[src/rtl/svpwm_pkg.sv]
// ============================================================================
// Servo PWM sweep generator package
// Shared widths, register indexes, command codes and sweep bounds.
// ============================================================================
package svpwm_pkg;

  // Field widths
  localparam int unsigned CMD_W     = 8;
  localparam int unsigned PERIOD_W  = 16;
  localparam int unsigned PULSE_W   = 16;
  localparam int unsigned STEP_W    = 10;
  localparam int unsigned HOLD_W    = 24;
  localparam int unsigned INDEX_W   = 7;
  localparam int unsigned KIND_W    = 2;
  localparam int unsigned CFG_IDX_W = 3;
  localparam int unsigned CFG_W     = 24;

  // Configuration register indexes
  localparam logic [CFG_IDX_W-1:0] CFG_PERIOD_US   = 3'd0;
  localparam logic [CFG_IDX_W-1:0] CFG_MIN_PULSE   = 3'd1;
  localparam logic [CFG_IDX_W-1:0] CFG_STEP_NARROW = 3'd2;
  localparam logic [CFG_IDX_W-1:0] CFG_STEP_WIDE   = 3'd3;
  localparam logic [CFG_IDX_W-1:0] CFG_HOLD_US     = 3'd4;

  // Register reset values
  localparam logic [PERIOD_W-1:0] PERIOD_RST    = 16'd20000;
  localparam logic [PULSE_W-1:0]  MIN_PULSE_RST = 16'd544;
  localparam logic [STEP_W-1:0]   STEP_N_RST    = 10'd21;
  localparam logic [STEP_W-1:0]   STEP_W_RST    = 10'd63;
  localparam logic [HOLD_W-1:0]   HOLD_RST      = 24'd3000000;

  // Input opcodes
  localparam logic OP_TICK = 1'b0;
  localparam logic OP_CMD  = 1'b1;

  // Sweep commands (also the stored sweep kind)
  localparam logic [KIND_W-1:0] KIND_NONE   = 2'd0;
  localparam logic [KIND_W-1:0] KIND_NARROW = 2'd1;
  localparam logic [KIND_W-1:0] KIND_DOWN   = 2'd2;
  localparam logic [KIND_W-1:0] KIND_WIDE   = 2'd3;

  // Sweep index bounds
  localparam logic [INDEX_W-1:0] IDX_LOW_A  = 7'd0;
  localparam logic [INDEX_W-1:0] IDX_HIGH_A = 7'd30;
  localparam logic [INDEX_W-1:0] IDX_LOW_B  = 7'd45;
  localparam logic [INDEX_W-1:0] IDX_HIGH_B = 7'd90;

  localparam logic [HOLD_W-1:0] ELAPSED_MAX = '1;

  // First index of a pass; the last index is the first of the opposite pass
  function automatic logic [INDEX_W-1:0] pass_first(logic [KIND_W-1:0] kind, logic fwd);
    if (kind == KIND_DOWN) begin
      return fwd ? IDX_HIGH_B : IDX_LOW_B;
    end
    return fwd ? IDX_LOW_A : IDX_HIGH_A;
  endfunction

endpackage

[src/rtl/servo_pwm_sweep_generator.sv]
// ============================================================================
// Servo PWM sweep generator
// Counts microsecond ticks, runs forward / hold / return sweeps on command
// and reports the servo pin level, busy and reject flags for every word.
// ============================================================================
//
//  channel | ports                                   | direction
//  --------+-----------------------------------------+----------
//  in      | in_valid, in_stall, in_opcode, in_command | input word
//  out     | out_valid, out_stall, out_pin_level,    | result word
//          | out_busy_res, out_rejected              |
//  cfg     | cfg_we, cfg_index, cfg_wdata            | register write
//
// One word per cycle while no output stall holds it; each word passes the input
// register, then the sweep update and pulse compare into the result register.
// The pulse width is one 10x7 multiply, an add and a compare per word.
// rst_n is synchronous; control and sweep state clear, registers take defaults.
// An output stall holds the result register and a full input register.
module servo_pwm_sweep_generator (
  input  logic                            clk,
  input  logic                            rst_n,
  input  logic                            in_valid,
  output logic                            in_stall,
  input  logic                            in_opcode,
  input  logic [svpwm_pkg::CMD_W-1:0]     in_command,
  output logic                            out_valid,
  input  logic                            out_stall,
  output logic                            out_pin_level,
  output logic                            out_busy_res,
  output logic                            out_rejected,
  input  logic                            cfg_we,
  input  logic [svpwm_pkg::CFG_IDX_W-1:0] cfg_index,
  input  logic [svpwm_pkg::CFG_W-1:0]     cfg_wdata
);
  import svpwm_pkg::*;

  typedef enum logic [1:0] {PH_IDLE, PH_FWD, PH_HOLD, PH_RET} phase_t;

  // Configuration registers
  logic [PERIOD_W-1:0] period_us_r;
  logic [PULSE_W-1:0]  min_pulse_r;
  logic [STEP_W-1:0]   step_narrow_r;
  logic [STEP_W-1:0]   step_wide_r;
  logic [HOLD_W-1:0]   hold_us_r;

  // Input stage
  logic             s1_valid_r;
  logic             s1_opcode_r;
  logic [CMD_W-1:0] s1_command_r;
  logic             s1_load;
  logic             advance;

  // Sweep state
  phase_t              phase_r, phase_nxt;
  logic [KIND_W-1:0]   kind_r, kind_nxt;
  logic [INDEX_W-1:0]  index_r, index_nxt;
  logic [PERIOD_W-1:0] pcount_r, pcount_nxt;
  logic [HOLD_W-1:0]   elapsed_r, elapsed_nxt;

  // Result stage
  logic out_valid_r, pin_r, busy_r, rej_r;
  logic pin_nxt, rej_nxt;

  // Tick helpers
  logic [HOLD_W-1:0]   elapsed_inc;
  logic [PERIOD_W-1:0] pcount_inc;
  logic                fwd;
  logic                up;
  logic                period_end;
  logic [STEP_W-1:0]   step_sel;
  logic [STEP_W+INDEX_W-1:0]   step_prod;
  logic [STEP_W+INDEX_W:0]     high_sum;
  logic [PERIOD_W-1:0]         period_eff;

  // Handshake
  assign advance   = !out_valid_r || !out_stall;
  assign in_stall  = s1_valid_r && !advance;
  assign s1_load   = !in_stall;

  // Configuration writes
  always_ff @(posedge clk) begin
    if (!rst_n) begin
      period_us_r   <= PERIOD_RST;
      min_pulse_r   <= MIN_PULSE_RST;
      step_narrow_r <= STEP_N_RST;
      step_wide_r   <= STEP_W_RST;
      hold_us_r     <= HOLD_RST;
    end else if (cfg_we) begin
      unique case (cfg_index)
        CFG_PERIOD_US:   period_us_r   <= cfg_wdata[PERIOD_W-1:0];
        CFG_MIN_PULSE:   min_pulse_r   <= cfg_wdata[PULSE_W-1:0];
        CFG_STEP_NARROW: step_narrow_r <= cfg_wdata[STEP_W-1:0];
        CFG_STEP_WIDE:   step_wide_r   <= cfg_wdata[STEP_W-1:0];
        CFG_HOLD_US:     hold_us_r     <= cfg_wdata[HOLD_W-1:0];
        default: ;
      endcase
    end
  end

  // Input register
  always_ff @(posedge clk) begin
    if (!rst_n) begin
      s1_valid_r <= 1'b0;
    end else if (s1_load) begin
      s1_valid_r <= in_valid;
    end
  end

  always_ff @(posedge clk) begin
    if (s1_load && in_valid) begin
      s1_opcode_r  <= in_opcode;
      s1_command_r <= in_command;
    end
  end

  // Sweep update for one word
  assign period_eff  = (period_us_r == '0) ? PERIOD_W'(1) : period_us_r;
  assign elapsed_inc = (elapsed_r == ELAPSED_MAX) ? elapsed_r : elapsed_r + HOLD_W'(1);
  assign pcount_inc  = pcount_r + PERIOD_W'(1);
  assign fwd         = (phase_r == PH_FWD);
  assign up          = (kind_r == KIND_DOWN) ? !fwd : fwd;
  assign period_end  = (pcount_inc == '0) || (pcount_inc >= period_eff);

  always_comb begin
    phase_nxt   = phase_r;
    kind_nxt    = kind_r;
    index_nxt   = index_r;
    pcount_nxt  = pcount_r;
    elapsed_nxt = elapsed_r;
    rej_nxt     = 1'b0;
    if (s1_opcode_r == OP_CMD) begin
      if (phase_r != PH_IDLE) begin
        rej_nxt = 1'b1;
      end else if (s1_command_r >= CMD_W'(KIND_NARROW) &&
                   s1_command_r <= CMD_W'(KIND_WIDE)) begin
        kind_nxt    = s1_command_r[KIND_W-1:0];
        elapsed_nxt = '0;
        phase_nxt   = PH_FWD;
        index_nxt   = pass_first(s1_command_r[KIND_W-1:0], 1'b1);
        pcount_nxt  = '0;
      end
    end else begin
      unique case (phase_r)
        PH_IDLE: ;
        PH_HOLD: begin
          elapsed_nxt = elapsed_inc;
          if (elapsed_inc >= hold_us_r) begin
            phase_nxt  = PH_RET;
            index_nxt  = pass_first(kind_r, 1'b0);
            pcount_nxt = '0;
          end
        end
        PH_FWD, PH_RET: begin
          elapsed_nxt = elapsed_inc;
          if (!period_end) begin
            pcount_nxt = pcount_inc;
          end else begin
            pcount_nxt = '0;
            if (index_r == pass_first(kind_r, !fwd)) begin
              // end of pass
              if (!fwd) begin
                phase_nxt = PH_IDLE;
              end else if (elapsed_inc >= hold_us_r) begin
                phase_nxt = PH_RET;
                index_nxt = pass_first(kind_r, 1'b0);
              end else begin
                phase_nxt = PH_HOLD;
              end
            end else if (up) begin
              index_nxt = index_r + INDEX_W'(1);
            end else begin
              index_nxt = index_r - INDEX_W'(1);
            end
          end
        end
        default: ;
      endcase
    end
  end

  // Pulse width from the updated index, clamped by the period compare
  assign step_sel  = (kind_nxt == KIND_WIDE) ? step_wide_r : step_narrow_r;
  assign step_prod = step_sel * index_nxt;
  assign high_sum  = (STEP_W+INDEX_W+1)'(min_pulse_r) + (STEP_W+INDEX_W+1)'(step_prod);
  assign pin_nxt   = (phase_nxt == PH_FWD || phase_nxt == PH_RET) &&
                     ((STEP_W+INDEX_W+1)'(pcount_nxt) < high_sum) &&
                     (pcount_nxt < period_eff);

  // State and result register
  always_ff @(posedge clk) begin
    if (!rst_n) begin
      phase_r     <= PH_IDLE;
      kind_r      <= KIND_NONE;
      index_r     <= '0;
      pcount_r    <= '0;
      elapsed_r   <= '0;
      out_valid_r <= 1'b0;
    end else if (advance) begin
      out_valid_r <= s1_valid_r;
      if (s1_valid_r) begin
        phase_r   <= phase_nxt;
        kind_r    <= kind_nxt;
        index_r   <= index_nxt;
        pcount_r  <= pcount_nxt;
        elapsed_r <= elapsed_nxt;
        pin_r     <= pin_nxt;
        busy_r    <= (phase_nxt != PH_IDLE);
        rej_r     <= rej_nxt;
      end
    end
  end

  assign out_valid     = out_valid_r;
  assign out_pin_level = pin_r;
  assign out_busy_res  = busy_r;
  assign out_rejected  = rej_r;

  // Checks
  a_rej_busy: assert property (@(posedge clk) disable iff (!rst_n)
    out_valid && out_rejected |-> out_busy_res)
    else $error("reject reported while not busy");

  a_pin_busy: assert property (@(posedge clk) disable iff (!rst_n)
    out_valid && out_pin_level |-> out_busy_res)
    else $error("pin high while idle");

  a_stall_cause: assert property (@(posedge clk) disable iff (!rst_n)
    in_stall |-> out_valid && out_stall)
    else $error("input stalled without output backpressure");

  a_idle_count: assert property (@(posedge clk) disable iff (!rst_n)
    phase_r == PH_IDLE |-> pcount_r == '0)
    else $error("period count not cleared in idle");

endmodule
[config.mk]
export PLATFORM = sky130hd
export DESIGN_NAME = servo_pwm_sweep_generator
export DESIGN_NICKNAME = d
export VERILOG_FILES = /design/src/rtl/svpwm_pkg.sv /design/src/rtl/servo_pwm_sweep_generator.sv
export SDC_FILE = /design/constraint.sdc
export NUM_CORES = 1
export LEC_CHECK = 0
export BUFFER_PORTS_ARGS = -buffer_cell sky130_fd_sc_hd__buf_2
export CAP_MARGIN = 10
export CELL_PAD_IN_SITES_DETAIL_PLACEMENT = 0
export CELL_PAD_IN_SITES_GLOBAL_PLACEMENT = 1
export CORE_MARGIN = 2
export CORE_UTILIZATION = 44
export DETAILED_ROUTE_END_ITERATION = 16
export GPL_TIMING_DRIVEN = 0
export HOLD_SLACK_MARGIN = 0.12
export PLACE_DENSITY = 0.83
export SLEW_MARGIN = 30
export SYNTH_ARGS = -nofsm -noshare
export SYNTH_HDL_FRONTEND = slang
export SYNTH_SLANG_ARGS = --single-unit
[constraint.sdc]
create_clock -name clk -period 10 [get_ports clk]
set_clock_uncertainty 0.15 [all_clocks]
set_input_delay 2 -clock clk [delete_from_list [all_inputs] [get_ports clk]]
set_output_delay 2 -clock clk [all_outputs]
set_load 0.01 [all_outputs]
==> impl_results.md, run 1 <==
* Status: finished, final reports clean
* Vias per inst at 5.57
* Row count at 59
* GRT overflow at 0
* Reg-to-Reg Start: elapsed_r[0]
* Fmax at 102 MHz
* TritonCTS clock tree: built
* Most common cell in the netlist: nand2_1
* Avg Synthesized Cell Area at 8.16 um^2
* Static leakage at 6.05 nW
* Drt drc at 0
* Tmin final at 9820 ps
* Inserted Clock Buffers at 17
* First-pass GRT wire length at 54,000 um
* Yosys cell types at 76
* Share of post-route cells with drive strength above 1 at 14.8%
* Reg2reg end: out_pin_level
* HP Class: flop to flop
* Worst setup SP type: flop
* Max-Cap Viols at 0
* Ranking of synthesized cells by area: dfxtp_1 (22%), ha_1 (13%), fa_1 (9.4%), nand2_1 (6.5%), inv_1 (5.0%)
* Largest net degree at the start of global routing at 20
* Final setup TNS at 0 ps
* Initial antenna violation count at 0
* Gr usage total at 24.5%
* Longest Clk Path Bufs at 2
* Met3 WL at a little over 2000 um
* Synth Instances at 1,440
* WS Path Type: flop to flop
* Metal-1 WL at 15,400 um
* Crit path DAT at 9940 ps
* Crit path max-delay family: adder cells
* CTS root buf: clkbuf_16
* Worst Path Buf+Inv at 7
* Crit-path most repeated cell: fa_1
* DRT Pass-1 Iters at 5
* Max Slew Vio Count at 0
* Endpoints failing hold at 0
* Post-DP HPWL at 26,100 um
* Sequential-to-total area share from yosys stat at 25.0%
* Highest cell delay on the worst timing path at about 520 ps
* Die height at 167 um
* Vias in the first global route at 10,024
* CTS Sinks at approximately 140
* Slew @ Worst Pin at 921 ps
* Peak VDD IR at 0.000105 V
* Crit path depth at 42
* N_diodes at 0
* Worst setup path end: out_pin_level
* Reg2Reg Depth at 42
* GPL Wtd Cong at 0.916
* Setup WS post-layout at 180 ps
* IO Port Bufs at 44
* CP required at a little over 10,000 ps
* Final setup viols at 0
* Power Density at between 100 and 150 nW/um^2
* Final nets at about 1,700
* ANT nets after route at 0
* Final WL at roughly 34,000 um
* Core Util, Final at 52.4%
* Yosys warns at 0
* Clk_lat worst skew at around 440 ps
* Top cell type by total area after synthesis: dfxtp_1
* Critical path peak fanout at 6
* DRT iter0 DRCs at 754
* Met2 routed WL at between 15,000 and 20,000 um
* DIE WIDTH at about 170 um
* Relative max-transition margin at 38.5%
* Core ar. at 26,100 um^2
* Vias at roughly 10,000
* Worst-path clk slew at 70 ps
* Crit. End Element: flop
* Ys flop type: dfxtp_1
* Synth async-reset ratio at 0%
* CTS Hold Bufs at 0
* Post-Syn Area at 11,700 um^2
* Layout area overhead at 16.6%
* Syn nets at roughly 1,700
* Total Power at around 1.7 mW
* Crit. Startpoint: elapsed_r[0]
* Post-synth EDFFs at 12
* Number of synthesized register bits at 141
* Final hold slack at ~310 ps
* Initial core utilization at between 40% and 50%
* Io pins at 46
* Setup WS pre-CTS at -1580 ps
* Slowest CP cell: fa_1
* R2R Setup Slk at 180 ps
* Top Layer Used: met4
* Yosys top cell area share at between 20 and 25%
* H-Tree Depth at 4
* Routed len/inst at 18.3 um
* Final Cycle Share at 98.2%
* Top post-synthesis cells by count: nand2_1 (202), inv_1 (158), dfxtp_1 (129)
* Die footprint at 28,000 um^2
## kinds of logic after synthesis
| logic type | synth area share, % |
|---|---|
| compound gates | 18.6 |
| mux | 1.22 |
| flops | 25.0 |
| xor+xnor | 4.32 |
| simple gates | 21.4 |
| fa+ha+maj | 21.9 |
| buf+inv | 7.45 |
## what timing repair did
action | in CTS | in global routing
pin swaps | 7 | 45
endpoints found under the setup margin | 1 | 1
buffers inserted | 8 | 23
gates resized for setup | 31 | 75
## final cells by class
type / count / area [um^2]
Clock buffer: 17 / 425
Tap cell: 335 / 419
Timing Repair Buffer: 75 / 460
Inverter: 159 / 597
Fill cell: 2527 / 12400
Sequential cell: 141 / 2970
Clock inverter: 15 / 216
Buffer: 63 / 279
Multi-Input combinational cell: 1074 / 8340
## through the flow
| stage | std cells | area [um^2] |
|---|---|---|
| floorplan | 1440 | 11700 |
| global placement | 1819 | 12400 |
| detailed placement | 1819 | 12400 |
| CTS | 1856 | 13200 |
| global route | 1879 | 13700 |
| finish | 1879 | 13700 |
## tightest hold or removal path: stages (launching register included)
cell,delay (ps)
dfxtp_1,310
nand2_1,50
a21boi_0,60
## sequential cells by signal, summed over array words and instances, names as in the netlist, 7 cells and up
name and count:
period_us_r 16, hold_us_r 24, step_narrow_r 10, pcount_r 16
index_r 7, step_wide_r 10, s1_command_r 8, elapsed_r 24
min_pulse_r 16
## layer usage
metal  GRT usage (%)  vias up
met5               0        -
met4            10.0        0
met3            4.23       71
met2            38.8      341
met1            33.2     4955
li1                -     5090
## cell usage in the layout (no fill, tap or decap), types with 12 or more instances in the layout
cell,count
nand2_1,198
inv_1,157
dfxtp_1,117
ha_1,115
nor2_1,88
buf_2,56
a21boi_0,54
fa_1,54
clkbuf_1,43
o21ai_0,41
a21oi_1,40
nand3_1,36
xnor2_1,33
buf_4,32
nor2b_1,31
nand2b_1,27
a21o_1,23
nor3_1,22
o211ai_1,22
nand4_1,19
xor2_1,18
clkbuf_16,17
a22oi_1,16
or3_1,15
o211a_1,14
edfxtp_1,12
## power breakdown
group          switching, mW  internal, mW
Clock                  0.333         0.346
Sequential            0.0126         0.584
Combinational          0.229         0.154
Total                  0.575          1.09
## how the worst min path moves through the flow
stage / to / startpoint / slack (ps) / cells past startpoint
6_report: hold_us_r[5] / hold_us_r[5] / 310 / 2
2_1_floorplan: step_narrow_r[0] / step_narrow_r[0] / 290 / 2
3_3_place_gp: step_narrow_r[0] / step_narrow_r[0] / 300 / 2
4_1_cts: hold_us_r[5] / hold_us_r[5] / 320 / 2
3_5_place_dp: step_narrow_r[0] / step_narrow_r[0] / 300 / 2
5_1_grt: step_narrow_r[5] / step_narrow_r[5] / 340 / 2
No activity file was read; power rests on OpenSTA's default activity.
==> inputs of run 2 (changes only) <==
Settings changed: BUFFER_PORTS_ARGS -buffer_cell sky130_fd_sc_hd__buf_2 to not set, CORE_UTILIZATION 44 to 45, DONT_BUFFER_PORTS set to 1.
==> run 2 against run 1 <==
Core utilization shrank 0.71 points; fmax is 0.39% higher; non-clock buffer count fell by 48; worst hold slack about the same; via count fell by 2.0%; setup slack improved by 39 ps; register-to-register slack improved by 40 ps; sequential cell count is the same; design area fell by 2.5%; critical path depth shrank 1; first-iteration DRC count fell by 11%; die area shrank 2.2%; critical path type unchanged; largest cell class unchanged.
==> impl_results.md, run 2 (synthesis results as in run 1) <==
* Setup WS post-layout at 218 ps
* Final WL at 34,500 um
* Final nets at between 1,500 and 2,000
* WS Path Type: flop to flop
* Power Density at 120 nW/um^2
* Most frequent cells in the layout: nand2_1 (199), inv_1 (158), dfxtp_1 (122)
* Static leakage at 5.83 nW
* Max-Cap Viols at 0
* Core ar. at 25,800 um^2
* Layout area overhead at 13.7%
* Relative max-transition margin at 33.5%
* Final hold slack at approximately 310 ps
* Crit path DAT at just under 10,000 ps
* Critical path peak fanout at 10
* Hold depth at 2
* Status: finished, final reports clean
* Vias per inst at 5.59
* DIE WIDTH at 166 um
* Slowest CP cell: fa_1
* Inserted Clock Buffers at 17
* Final setup viols at 0
* Die footprint at 27,400 um^2
* Tmin final at 9780 ps
* Gr usage total at between 20% and 30%
* DRT Pass-1 Iters at 5
* Drt drc at 0
* Max Slew Vio Count at 0
* Initial core utilization at 45.5%
* DRT iter0 DRCs at 670
* Setup WS pre-CTS at -1590 ps
* CTS root buf: clkbuf_16
* TritonCTS clock tree: built
* Highest cell delay on the worst timing path at 560 ps
* Crit-path most repeated cell: fa_1
* Longest Clk Path Bufs at 2
* Clk_lat worst skew at 440 ps
* Worst-path clk slew at 70 ps
* First-pass GRT wire length at 53,000 um
* HP Class: flop to flop
* Final Cycle Share at a little over nine tenths
* Vias in the first global route at 9,687
* Reg2Reg Depth at 41
* CTS Hold Bufs at 0
* Slew @ Worst Pin at 997 ps
* H-Tree Depth at 4
* Peak VDD IR at 0.000103 V
* Vias at 10,250
* Initial antenna violation count at 0
* CTS Sinks at 141
* CP required at slightly above 10,000 ps
* GPL Wtd Cong at 0.912
* Routed len/inst at 18.8 um
* GRT overflow at 0
* Post-DP HPWL at between 20,000 and 30,000 um
* ANT nets after route at 0
* Die height at around 170 um
* IO Port Bufs at 0
* Top Registers: elapsed_r x24, hold_us_r x24
* Total Power at between 1.5 and 2 mW
* Share of post-route cells with drive strength above 1 at 11.3%
* Worst setup SP type: flop
* Io pins at 46
* Largest net degree at the start of global routing at 17
* Endpoints failing hold at 0
* Row count at 59
* Fmax at 102 MHz
* Crit. End Element: flop
* Most common cell after layout, fill and taps aside: nand2_1
## run 2: cell count changes in the layout (fill, tap and decap cells not counted), moves of 3 or more
| cell | previous run | this run |
|---|---|---|
| clkinvlp_4 | 0 | 3 |
| clkinv_4 | 1 | 5 |
| dfxtp_1 | 117 | 122 |
| buf_2 | 56 | 13 |
| dfxtp_4 | 4 | 0 |
| buf_4 | 32 | 27 |
| clkinv_8 | 9 | 0 |
## run 2: final cells by class
class                      instances  area (um^2)
buffer                            63          283
timing repair buffer              27          204
inverter                         159          597
tap                              335          419
clock inverter                    13          134
multi-input combinational       1074         8340
fill                            2468        12500
clock buffer                      19          433
sequential                       141         2950
antenna                            1         2.50
## run 2: timing repair
action	in CTS	in global routing
resized for setup	32	68
cloned	0	1
endpoints found under the setup margin	1	1
pin swaps	8	32
buffers inserted	10	16
## run 2: per-stage QoR
| step | std cells | util, % | area (um^2) | setup TNS [ps] |
|---|---|---|---|---|
| 3_5_place_dp | 1775 | 47.1 | 12200 | -1590 |
| 2_1_floorplan | 1440 | - | 11700 | 0 |
| 6_report | 1832 | 51.7 | 13400 | 0 |
| 4_1_cts | 1814 | 50.2 | 13000 | 0 |
| 5_1_grt | 1831 | 51.7 | 13400 | -126 |
| 3_3_place_gp | 1775 | 47.1 | 12200 | -1590 |
## run 2: report_power, final
group	internal (mW)	total [mW]	switching, mW
clock	0.348	0.639	0.291
combinational	0.146	0.365	0.219
sequential	0.586	0.600	0.0139
total	1.08	1.60	0.523
## run 2: worst paths after layout
check	slack, ps	to	start
worst max-delay path	220	out_pin_level	elapsed_r[5]
worst min-delay path	310	min_pulse_r[13]	min_pulse_r[13]
worst max register to register	220	out_pin_level	elapsed_r[5]
worst min register to register	310	min_pulse_r[13]	min_pulse_r[13]
## run 2: metal layers
metal  global-route usage, %  share of wire (%)
met5                       0                  0
met4                    9.95                3.2
met3                    4.82                6.5
met1                    35.2                 46
met2                    39.5                 45
## run 2: worst max-delay path: cells and delay by family (launching register included)
| family | cells | cell delay (ps) |
|---|---|---|
| AO/OA/AOI/OAI | 13 | 2840 |
| XOR/XNOR | 2 | 570 |
| adder cells (fa/ha/maj) | 7 | 3010 |
| buffers and inverters | 5 | 650 |
| flip-flops | 1 | 350 |
| AND/OR/NAND/NOR | 14 | 2080 |
